**src/rtl/core/word_alu_with_excess_register_top_macros.svh**
```systemverilog
// Assertion macros for the word ALU with excess register.
// Included by the modules that carry concurrent assertions.
`ifndef WORD_ALU_WITH_EXCESS_REGISTER_TOP_MACROS_SVH
`define WORD_ALU_WITH_EXCESS_REGISTER_TOP_MACROS_SVH

// Same-cycle implication, disabled while reset is asserted.
`define WAE_ASSERT_IMP(label, clk, rst_n, ante, cons) \
	label: assert property (@(posedge clk) disable iff (!rst_n) (ante) |-> (cons)) \
		else $error("word ALU assertion failed");

// Next-cycle implication, disabled while reset is asserted.
`define WAE_ASSERT_NEXT(label, clk, rst_n, ante, cons) \
	label: assert property (@(posedge clk) disable iff (!rst_n) (ante) |=> (cons)) \
		else $error("word ALU assertion failed");

`endif

```
**src/rtl/core/wae_pkg.sv**
```systemverilog
// Shared types and constants of the word ALU with excess register.
// Used by wae_alu, wae_div and the top level; depends on nothing.
package wae_pkg;

	localparam int WORD_W = 16;
	localparam int DIV_ITERS = WORD_W;
	localparam int MOD_ITERS = WORD_W / 2;
	localparam int CNT_W = $clog2(DIV_ITERS);

	localparam logic [4:0] MODE_SET = 5'd0;
	localparam logic [4:0] MODE_ADD = 5'd1;
	localparam logic [4:0] MODE_SUB = 5'd2;
	localparam logic [4:0] MODE_MUL = 5'd3;
	localparam logic [4:0] MODE_MLI = 5'd4;
	localparam logic [4:0] MODE_DIV = 5'd5;
	localparam logic [4:0] MODE_DVI = 5'd6;
	localparam logic [4:0] MODE_MOD = 5'd7;
	localparam logic [4:0] MODE_MDI = 5'd8;
	localparam logic [4:0] MODE_AND = 5'd9;
	localparam logic [4:0] MODE_BOR = 5'd10;
	localparam logic [4:0] MODE_XOR = 5'd11;
	localparam logic [4:0] MODE_SHR = 5'd12;
	localparam logic [4:0] MODE_ASR = 5'd13;
	localparam logic [4:0] MODE_SHL = 5'd14;
	localparam logic [4:0] MODE_IFB = 5'd15;
	localparam logic [4:0] MODE_IFC = 5'd16;
	localparam logic [4:0] MODE_IFE = 5'd17;
	localparam logic [4:0] MODE_IFN = 5'd18;
	localparam logic [4:0] MODE_IFG = 5'd19;
	localparam logic [4:0] MODE_IFA = 5'd20;
	localparam logic [4:0] MODE_IFL = 5'd21;
	localparam logic [4:0] MODE_IFU = 5'd22;
	localparam logic [4:0] MODE_ADX = 5'd23;
	localparam logic [4:0] MODE_SBX = 5'd24;

	localparam logic [WORD_W-1:0] EX_CARRY = 16'h0001;
	localparam logic [WORD_W-1:0] EX_BORROW = 16'hffff;

	typedef struct packed {
		logic [WORD_W-1:0] res;
		logic              wb;
		logic              skip;
		logic [WORD_W-1:0] ex;
	} alu_res_t;

	typedef struct packed {
		logic start;
		logic is_signed;
		logic is_mod;
	} div_ctl_t;

endpackage

```
**src/rtl/core/wae_alu.sv**
```systemverilog
// Combinational operations of the word ALU: set, add, subtract, logic, multiply, shifts and tests.
// Depends on wae_pkg; divide and modulo by a nonzero operand go to wae_div.
module wae_alu (
	input  logic [4:0]                 mode,
	input  logic [wae_pkg::WORD_W-1:0] a_value,
	input  logic [wae_pkg::WORD_W-1:0] b_value,
	input  logic [wae_pkg::WORD_W-1:0] ex_in,
	output wae_pkg::alu_res_t          result
);

	logic [16:0] add_t;
	logic [17:0] adx_t;
	logic signed [18:0] sbx_t;
	logic [31:0] mul_u;
	logic signed [31:0] mul_s;
	logic        sh_ok;
	logic [31:0] shr_t;
	logic [31:0] shl_t;
	logic [15:0] asr_t;
	logic        sgt;
	logic        slt;

	assign add_t = {1'b0, b_value} + {1'b0, a_value};
	assign adx_t = {2'b0, b_value} + {2'b0, a_value} + {2'b0, ex_in};
	assign sbx_t = $signed({3'b0, b_value}) - $signed({3'b0, a_value})
		+ $signed({3'b0, ex_in});
	assign mul_u = {16'h0, b_value} * {16'h0, a_value};
	assign mul_s = $signed(b_value) * $signed(a_value);
	assign sh_ok = (a_value[15:5] == 11'd0);
	assign shr_t = sh_ok ? ({b_value, 16'h0} >> a_value[4:0]) : 32'd0;
	assign shl_t = sh_ok ? ({16'h0, b_value} << a_value[4:0]) : 32'd0;
	assign asr_t = (a_value[15:4] != 12'd0) ? {16{b_value[15]}}
		: 16'($signed(b_value) >>> a_value[3:0]);
	assign sgt = $signed(b_value) > $signed(a_value);
	assign slt = $signed(b_value) < $signed(a_value);

	always_comb begin
		result.res = b_value;
		result.wb = 1'b1;
		result.skip = 1'b0;
		result.ex = ex_in;
		case (mode)
			wae_pkg::MODE_SET: begin
				result.res = a_value;
			end
			wae_pkg::MODE_ADD: begin
				result.res = add_t[15:0];
				result.ex = add_t[16] ? wae_pkg::EX_CARRY : 16'h0;
			end
			wae_pkg::MODE_SUB: begin
				result.res = b_value - a_value;
				result.ex = (a_value > b_value) ? wae_pkg::EX_BORROW : 16'h0;
			end
			wae_pkg::MODE_MUL: begin
				result.res = mul_u[15:0];
				result.ex = mul_u[31:16];
			end
			wae_pkg::MODE_MLI: begin
				result.res = mul_s[15:0];
				result.ex = mul_s[31:16];
			end
			wae_pkg::MODE_DIV, wae_pkg::MODE_DVI, wae_pkg::MODE_MOD, wae_pkg::MODE_MDI: begin
				// Only reached for a zero divisor.
				result.res = 16'h0;
				result.ex = 16'h0;
			end
			wae_pkg::MODE_AND: result.res = b_value & a_value;
			wae_pkg::MODE_BOR: result.res = b_value | a_value;
			wae_pkg::MODE_XOR: result.res = b_value ^ a_value;
			wae_pkg::MODE_SHR: begin
				result.res = shr_t[31:16];
				result.ex = shr_t[15:0];
			end
			wae_pkg::MODE_ASR: begin
				result.res = asr_t;
				result.ex = shr_t[15:0];
			end
			wae_pkg::MODE_SHL: begin
				result.res = shl_t[15:0];
				result.ex = shl_t[31:16];
			end
			wae_pkg::MODE_IFB: begin
				result.wb = 1'b0;
				result.skip = ((b_value & a_value) == 16'h0);
			end
			wae_pkg::MODE_IFC: begin
				result.wb = 1'b0;
				result.skip = ((b_value & a_value) != 16'h0);
			end
			wae_pkg::MODE_IFE: begin
				result.wb = 1'b0;
				result.skip = (b_value != a_value);
			end
			wae_pkg::MODE_IFN: begin
				result.wb = 1'b0;
				result.skip = (b_value == a_value);
			end
			wae_pkg::MODE_IFG: begin
				result.wb = 1'b0;
				result.skip = !(b_value > a_value);
			end
			wae_pkg::MODE_IFA: begin
				result.wb = 1'b0;
				result.skip = !sgt;
			end
			wae_pkg::MODE_IFL: begin
				result.wb = 1'b0;
				result.skip = !(b_value < a_value);
			end
			wae_pkg::MODE_IFU: begin
				result.wb = 1'b0;
				result.skip = !slt;
			end
			wae_pkg::MODE_ADX: begin
				result.res = adx_t[15:0];
				result.ex = (adx_t[17:16] != 2'd0) ? wae_pkg::EX_CARRY : 16'h0;
			end
			wae_pkg::MODE_SBX: begin
				result.res = sbx_t[15:0];
				if (sbx_t < 0) begin
					result.ex = wae_pkg::EX_BORROW;
				end else if (sbx_t[18:16] != 3'd0) begin
					result.ex = wae_pkg::EX_CARRY;
				end else begin
					result.ex = 16'h0;
				end
			end
			default: begin
				result.wb = 1'b0;
			end
		endcase
	end

endmodule

```
**src/rtl/core/wae_div.sv**
```systemverilog
// Iterative radix-4 restoring divider of a 32-bit dividend by a 16-bit divisor.
// Depends on wae_pkg; gives quotient words for DIV/DVI and the remainder for MOD/MDI.
module wae_div (
	input  logic                       clk,
	input  logic                       arst_n,
	input  wae_pkg::div_ctl_t          ctl,
	input  logic [wae_pkg::WORD_W-1:0] a_value,
	input  logic [wae_pkg::WORD_W-1:0] b_value,
	output logic                       busy,
	output logic [wae_pkg::WORD_W-1:0] res_word,
	output logic [wae_pkg::WORD_W-1:0] ex_word
);

	logic                       busy_q;
	logic [wae_pkg::CNT_W-1:0]  cnt_q;
	logic [2*wae_pkg::WORD_W-1:0] dvd_q;
	logic [wae_pkg::WORD_W-1:0] rem_q;
	logic [wae_pkg::WORD_W-1:0] dsr_q;
	logic                       negq_q;
	logic                       negr_q;
	logic                       mod_q;

	logic [wae_pkg::WORD_W-1:0] mag_a;
	logic [wae_pkg::WORD_W-1:0] mag_b;
	logic [wae_pkg::WORD_W:0]   r1;
	logic [wae_pkg::WORD_W:0]   r1s;
	logic [wae_pkg::WORD_W:0]   r2;
	logic [wae_pkg::WORD_W:0]   r2s;
	logic                       ge1;
	logic                       ge2;
	logic [wae_pkg::WORD_W-1:0] q_hi;
	logic [wae_pkg::WORD_W-1:0] q_lo;

	assign mag_a = (ctl.is_signed && a_value[15]) ? (16'h0 - a_value) : a_value;
	assign mag_b = (ctl.is_signed && b_value[15]) ? (16'h0 - b_value) : b_value;

	assign r1 = {rem_q, dvd_q[31]};
	assign ge1 = (r1 >= {1'b0, dsr_q});
	assign r1s = ge1 ? (r1 - {1'b0, dsr_q}) : r1;
	assign r2 = {r1s[15:0], dvd_q[30]};
	assign ge2 = (r2 >= {1'b0, dsr_q});
	assign r2s = ge2 ? (r2 - {1'b0, dsr_q}) : r2;

	always_ff @(posedge clk or negedge arst_n) begin
		if (!arst_n) begin
			busy_q <= 1'b0;
			cnt_q <= '0;
		end else if (ctl.start) begin
			busy_q <= 1'b1;
			cnt_q <= ctl.is_mod ? wae_pkg::CNT_W'(wae_pkg::MOD_ITERS - 1)
				: wae_pkg::CNT_W'(wae_pkg::DIV_ITERS - 1);
		end else if (busy_q) begin
			cnt_q <= cnt_q - wae_pkg::CNT_W'(1);
			if (cnt_q == '0) begin
				busy_q <= 1'b0;
			end
		end
	end

	always_ff @(posedge clk) begin
		if (ctl.start) begin
			dvd_q <= {mag_b, 16'h0};
			rem_q <= '0;
			dsr_q <= mag_a;
			negq_q <= ctl.is_signed && (a_value[15] ^ b_value[15]);
			negr_q <= ctl.is_signed && b_value[15];
			mod_q <= ctl.is_mod;
		end else if (busy_q) begin
			dvd_q <= {dvd_q[29:0], ge1, ge2};
			rem_q <= r2s[15:0];
		end
	end

	assign q_hi = negq_q ? (16'h0 - dvd_q[31:16]) : dvd_q[31:16];
	assign q_lo = negq_q ? (16'h0 - dvd_q[15:0]) : dvd_q[15:0];

	assign busy = busy_q;
	assign res_word = mod_q ? (negr_q ? (16'h0 - rem_q) : rem_q) : q_hi;
	assign ex_word = q_lo;

endmodule

```
**src/rtl/core/word_alu_with_excess_register_top.sv**
```systemverilog
// Word ALU with excess register: executes one basic two-operand instruction per beat.
// Handshake on both sides is valid/ready. Payload ports are the operation fields.
// A beat is accepted on the input when in_valid and in_ready are both high, and
// a result beat leaves when out_valid and out_ready are both high.
// Every accepted instruction gives exactly one result beat.
// Other operations, and divides by zero, reach the output register in the cycle after acceptance.
// DIV, DVI, MOD and MDI with a nonzero divisor go to the shared divider, which
// resolves two quotient bits per cycle.
// While the divider runs, in_ready is low, so one instruction is in flight at a time.
// If the receiver stalls, the result stays in the output register and a new beat is
// taken only in the cycle in which the waiting result is taken.
// Reset clears the excess register to zero, empties the output register and stops
// the divider.
module word_alu_with_excess_register_top (
	input  logic        clk,
	input  logic        arst_n,
	input  logic        in_valid,
	output logic        in_ready,
	input  logic [4:0]  mode,
	input  logic [15:0] a_value,
	input  logic [15:0] b_value,
	output logic        out_valid,
	input  logic        out_ready,
	output logic [15:0] result_word,
	output logic        writes_back,
	output logic        skip_next,
	output logic [15:0] excess_word
);

	`include "word_alu_with_excess_register_top_macros.svh"

	localparam logic ST_IDLE = 1'b0;
	localparam logic ST_DIV = 1'b1;

	logic                       state_q;
	logic                       out_valid_q;
	logic [wae_pkg::WORD_W-1:0] ex_q;
	logic                       mod_op_q;
	logic [wae_pkg::WORD_W-1:0] res_q;
	logic                       wb_q;
	logic                       skip_q;
	logic [wae_pkg::WORD_W-1:0] exo_q;

	logic                       slot_free;
	logic                       accept;
	logic                       div_op;
	logic                       div_done;
	logic                       div_busy;
	logic [wae_pkg::WORD_W-1:0] div_res;
	logic [wae_pkg::WORD_W-1:0] div_ex;
	logic [wae_pkg::WORD_W-1:0] div_ex_new;
	wae_pkg::div_ctl_t          div_ctl;
	wae_pkg::alu_res_t          alu_res;

	assign slot_free = !out_valid_q || out_ready;
	assign in_ready = (state_q == ST_IDLE) && slot_free;
	assign accept = in_valid && in_ready;
	assign div_op = (mode == wae_pkg::MODE_DIV) || (mode == wae_pkg::MODE_DVI)
		|| (mode == wae_pkg::MODE_MOD) || (mode == wae_pkg::MODE_MDI);

	assign div_ctl.start = accept && div_op && (a_value != 16'h0);
	assign div_ctl.is_signed = (mode == wae_pkg::MODE_DVI) || (mode == wae_pkg::MODE_MDI);
	assign div_ctl.is_mod = (mode == wae_pkg::MODE_MOD) || (mode == wae_pkg::MODE_MDI);

	assign div_done = (state_q == ST_DIV) && !div_busy && slot_free;
	assign div_ex_new = mod_op_q ? ex_q : div_ex;

	wae_alu u_alu (
		.mode    (mode),
		.a_value (a_value),
		.b_value (b_value),
		.ex_in   (ex_q),
		.result  (alu_res)
	);

	wae_div u_div (
		.clk      (clk),
		.arst_n   (arst_n),
		.ctl      (div_ctl),
		.a_value  (a_value),
		.b_value  (b_value),
		.busy     (div_busy),
		.res_word (div_res),
		.ex_word  (div_ex)
	);

	always_ff @(posedge clk or negedge arst_n) begin
		if (!arst_n) begin
			state_q <= ST_IDLE;
			out_valid_q <= 1'b0;
			ex_q <= '0;
		end else if (div_ctl.start) begin
			state_q <= ST_DIV;
			if (out_ready) begin
				out_valid_q <= 1'b0;
			end
		end else if (accept) begin
			out_valid_q <= 1'b1;
			ex_q <= alu_res.ex;
		end else if (div_done) begin
			state_q <= ST_IDLE;
			out_valid_q <= 1'b1;
			ex_q <= div_ex_new;
		end else if (out_ready) begin
			out_valid_q <= 1'b0;
		end
	end

	always_ff @(posedge clk) begin
		if (div_ctl.start) begin
			mod_op_q <= div_ctl.is_mod;
		end
		if (accept && !div_ctl.start) begin
			res_q <= alu_res.res;
			wb_q <= alu_res.wb;
			skip_q <= alu_res.skip;
			exo_q <= alu_res.ex;
		end else if (div_done) begin
			res_q <= div_res;
			wb_q <= 1'b1;
			skip_q <= 1'b0;
			exo_q <= div_ex_new;
		end
	end

	assign out_valid = out_valid_q;
	assign result_word = res_q;
	assign writes_back = wb_q;
	assign skip_next = skip_q;
	assign excess_word = exo_q;

	`WAE_ASSERT_IMP(a_no_accept_in_div, clk, arst_n, div_busy, !in_ready)
	`WAE_ASSERT_NEXT(a_div_starts, clk, arst_n, div_ctl.start, div_busy && (state_q == ST_DIV))
	`WAE_ASSERT_IMP(a_ex_matches_out, clk, arst_n, out_valid_q, exo_q == ex_q)
	`WAE_ASSERT_IMP(a_skip_no_wb, clk, arst_n, out_valid_q && skip_q, !wb_q)

endmodule

```
**config.mk**
```make
export PLATFORM = sky130hd
export DESIGN_NAME = word_alu_with_excess_register_top
export DESIGN_NICKNAME = d
export VERILOG_FILES = /design/src/rtl/core/wae_pkg.sv /design/src/rtl/core/wae_alu.sv /design/src/rtl/core/wae_div.sv /design/src/rtl/core/word_alu_with_excess_register_top.sv
export VERILOG_INCLUDE_DIRS = /design/src /design/src/rtl/core
export SDC_FILE = /design/constraint.sdc
export NUM_CORES = 2
export LEC_CHECK = 0
export BUFFER_PORTS_ARGS = -buffer_cell sky130_fd_sc_hd__buf_2
export CAP_MARGIN = 20
export CORE_MARGIN = 2
export CORE_UTILIZATION = 45
export CTS_CLUSTER_SIZE = 40
export DETAILED_ROUTE_END_ITERATION = 6
export PLACE_DENSITY = 0.58
export SETUP_SLACK_MARGIN = 0.05
export SYNTH_ARGS = -nofsm -noshare
export SYNTH_HDL_FRONTEND = slang
export SYNTH_SLANG_ARGS = --single-unit
```
**constraint.sdc**
```tcl
create_clock -name clk -period 6.4 [get_ports clk]
set_input_delay 0.32 -clock clk [delete_from_list [all_inputs] [get_ports clk]]
set_output_delay 0.32 -clock clk [all_outputs]
set_load 0.01 [all_outputs]
```
==> flow_summary.yaml <==
run_status:
  status: "complete, but fails checks"
  violations: "setup timing"
yosys:
  synth_cell_types: 96
  synthFlopType: "edfxtp_1"
  synth_edf_count: 69
  synth_top_area_share_pct: 24.49
  yosys.area.top_type: "fa_1"
  synth_most_common_cell: "inv_1"
  yosys-top-cells-area: "fa_1 (24%), ha_1 (11%), inv_1 (7.0%)"
  synth_cells: 3721
  syn-cell-area_um2: 30410
  synth_common_cells: "inv_1 (565), fa_1 (372), nor2_1 (346), nand2_1 (341), ha_1 (272)"
  synth_warnings: 0
  synth-seq-cells: 124
  seq_area_frac_synth_pct: 10.81
  syn_nets: 4406
  async_flop_share_pct: 18.55
  avgSynthCellArea_um2: 8.172
routing:
  drt-total-wl_um: 129900
  wl_per_cell_um: 25.87
  viasPerCell: 5.911
  ant_nets: 0
  drt_pass1_iterations: 6
  remaining_drc_errors: 0
  vias: 29690
  initialDrtViolationCount: 2892
timing:
  slew_violations: 0
  tightest_slew_ns: 1.134
  rsz0062_at_grt: "yes"
  tns_ns: -0.1923
  setup_viol_count_final: 2
  finalCriticalPeriod_ns: 6.506
  hold_viol: 0
  max_slew_margin_pct: 23.63
  layout_setup_ws_ns: -0.1058
  fin_skew_ns: 0.01880
  fmax_ghz: 0.1537
  finalCritPeriodShare_pct: 101.7
run:
  drv_cap: 0
critical_path:
  cp-start-kind: "input pin"
  worstPathArrival_ns: 6.80
  worst_setup_path_end_kind: "register"
  path_class: "input pin to register"
  worstPathMaxFanout: 4
  cp.required_ns: 6.70
final_layout:
  antenna_cells: 0
  fin_nets: 4822
  ff_latch_area_um2: 3289
  drive_gt1_share_pct: 20.51
  multiInputGateArea_um2: 24900
  fillers: 6445
  area_growth_pct: 20.67
clocking:
  numCtsBuffers: 17
  htreeDepth: 4
  clk_pin_slew_worst_paths_ns: 0.06
  cts_num_sinks: 124
  cts_max_path_buffers: 2
  cts_tree: "built"
  cts_root_buf: "clkbuf_16"
  clk_latency_ns: 0.45
die:
  start_util_pct: 45.36
  io_pins: 77
  core_um2: 67040
  die_height_um: 264.0
  die_w_um: 264.0
  rows: 95
  die_area_um2: 69670
grt:
  grt_max_degree: 73
  antenna_found_initial: 7
  grt_pass1_vias: 29630
  grtUsageTotal_pct: 37.45
  grt_overflow: 0
  grt_first_pass_wirelength_um: 193500
placed_design:
  portBuffers: 76
  place_congestion: 1.066
  place_hpwl_um: 108200
worst_hold_path:
  hold_path.class: "input pin to register"
worst max-delay path: stages:
cell        delay [ns]
buf_8             0.11
clkinvlp_4        0.17
buf_6             0.13
nor2_2            0.04
fa_1              0.53
inv_2             0.04
fa_1              0.56
inv_2             0.05
fa_2              0.54
inv_2             0.04
fa_1              0.50
inv_1             0.06
fa_1              0.48
inv_1             0.05
fa_1              0.53
inv_2             0.06
ha_4              0.27
and4_4            0.22
nand2_2           0.05
or3_4             0.34
a21o_4            0.26
a211oi_4          0.24
buf_4             0.15
o32a_1            0.19
xnor2_1           0.07
o211ai_1          0.48
o211ai_1          0.20
o21ai_1           0.11
worst paths after layout:
kind | start | end | slack, ns | cells past startpoint
setup reg to reg | u_div.dsr_q[1]$_DFFE_PP_ | u_div.rem_q[1]$_SDFFE_PP0P_ | 0.65 | 23
min in group asynchronous | arst_n | out_valid$_DFF_PN0_ | 0.46 | 2
hold reg to reg | u_div.rem_q[15]$_SDFFE_PP0P_ | u_div.rem_q[15]$_SDFFE_PP0P_ | 0.53 | 2
setup / recovery | a_value[5] | excess_word[6]$_DFFE_PP_ | -0.11 | 28
hold / removal | out_ready | out_valid$_DFF_PN0_ | 0.18 | 3
max in group asynchronous | arst_n | u_div.busy$_DFF_PN0_ | 5.49 | 2
metal layers:
| metal | global-route usage, % | vias up | part of all wire, % |
|---|---|---|---|
| li1 | - | 13420 | - |
| met1 | 49.31 | 14550 | 40 |
| met2 | 58.88 | 1398 | 45 |
| met3 | 6.040 | 319 | 8.5 |
| met4 | 20.78 | 8 | 6.4 |
| met5 | 0 | - | 0.043 |
area by class of cell:
type / count / area share, %
Sequential cell: 124 / 8.964
Clock inverter: 12 / 0.3308
Timing Repair Buffer: 588 / 12.56
Multi-Input combinational cell: 2829 / 67.86
Clock buffer: 20 / 1.306
Inverter: 577 / 6.001
Tap cell: 873 / 2.977
cell usage in the layout, fill, tap and decap left out, types with 21 or more instances in the layout:
cell	instances
a22oi_1	32
xor2_1	70
nand2b_1	35
a21oi_1	201
inv_2	28
o21ai_0	196
buf_4	485
edfxtp_1	69
dfrtp_1	22
dfxtp_1	32
nand2_1	335
inv_1	533
mux2i_1	51
a211oi_1	27
o22ai_1	26
o211ai_1	27
ha_1	259
buf_2	57
o31ai_1	29
or3_1	30
nor3_1	45
o21a_1	37
nand3_1	69
xnor2_1	123
nor2_1	329
nand4_1	25
fa_1	354
nor2b_1	32
buf_6	21
a21o_1	45
a31oi_1	32
mux4_2	31
through the flow:
stage	hold WS, ns	util [%]	area (µm²)	setup slack [ns]	instances
floorplan	0.02441	-	30710	-0.2596	3721
global placement	0.3697	52.39	35120	-0.7026	4965
finish	0.1849	54.74	36690	-0.1058	5023
detailed placement	0.3699	52.39	35120	-0.7214	4965
CTS	0.1697	53.82	36080	0.04377	5010
global route	0.2250	54.74	36690	-0.1771	5023
logic make-up after synthesis:
family	after synthesis	share of synthesized area, %
xor+xnor	197	5.674
fa+ha+maj	644	35.68
simple gates	1042	15.68
compound gates	852	18.13
flops	124	10.81
mux	94	4.419
buf+inv	768	9.600
flip-flops by register name, indices dropped and copies added, names as in the netlist:
register,count
result_word,16
u_div.mod_q,1
u_div.dvd_q,32
out_valid,1
state_q,1
skip_next,1
writes_back,1
u_div.busy,1
u_div.negr_q,1
ex_q,16
u_div.rem_q,16
excess_word,16
u_div.dsr_q,16
u_div.negq_q,1
u_div.cnt_q,4
repair_timing:
| action | CTS | global route |
|---|---|---|
| endpoints found under the setup margin | 25 | 33 |
| gates resized for setup | 69 | 129 |
| hold endpoints to repair | 23 | 0 |
| pin swaps | 12 | 58 |
| buffers inserted | 12 | 11 |
| hold buffers | 1 | 0 |
Power is left out: the tool's default activity adds up to more than one toggle a clock period on the data nets, which glitch-free logic cannot reach.
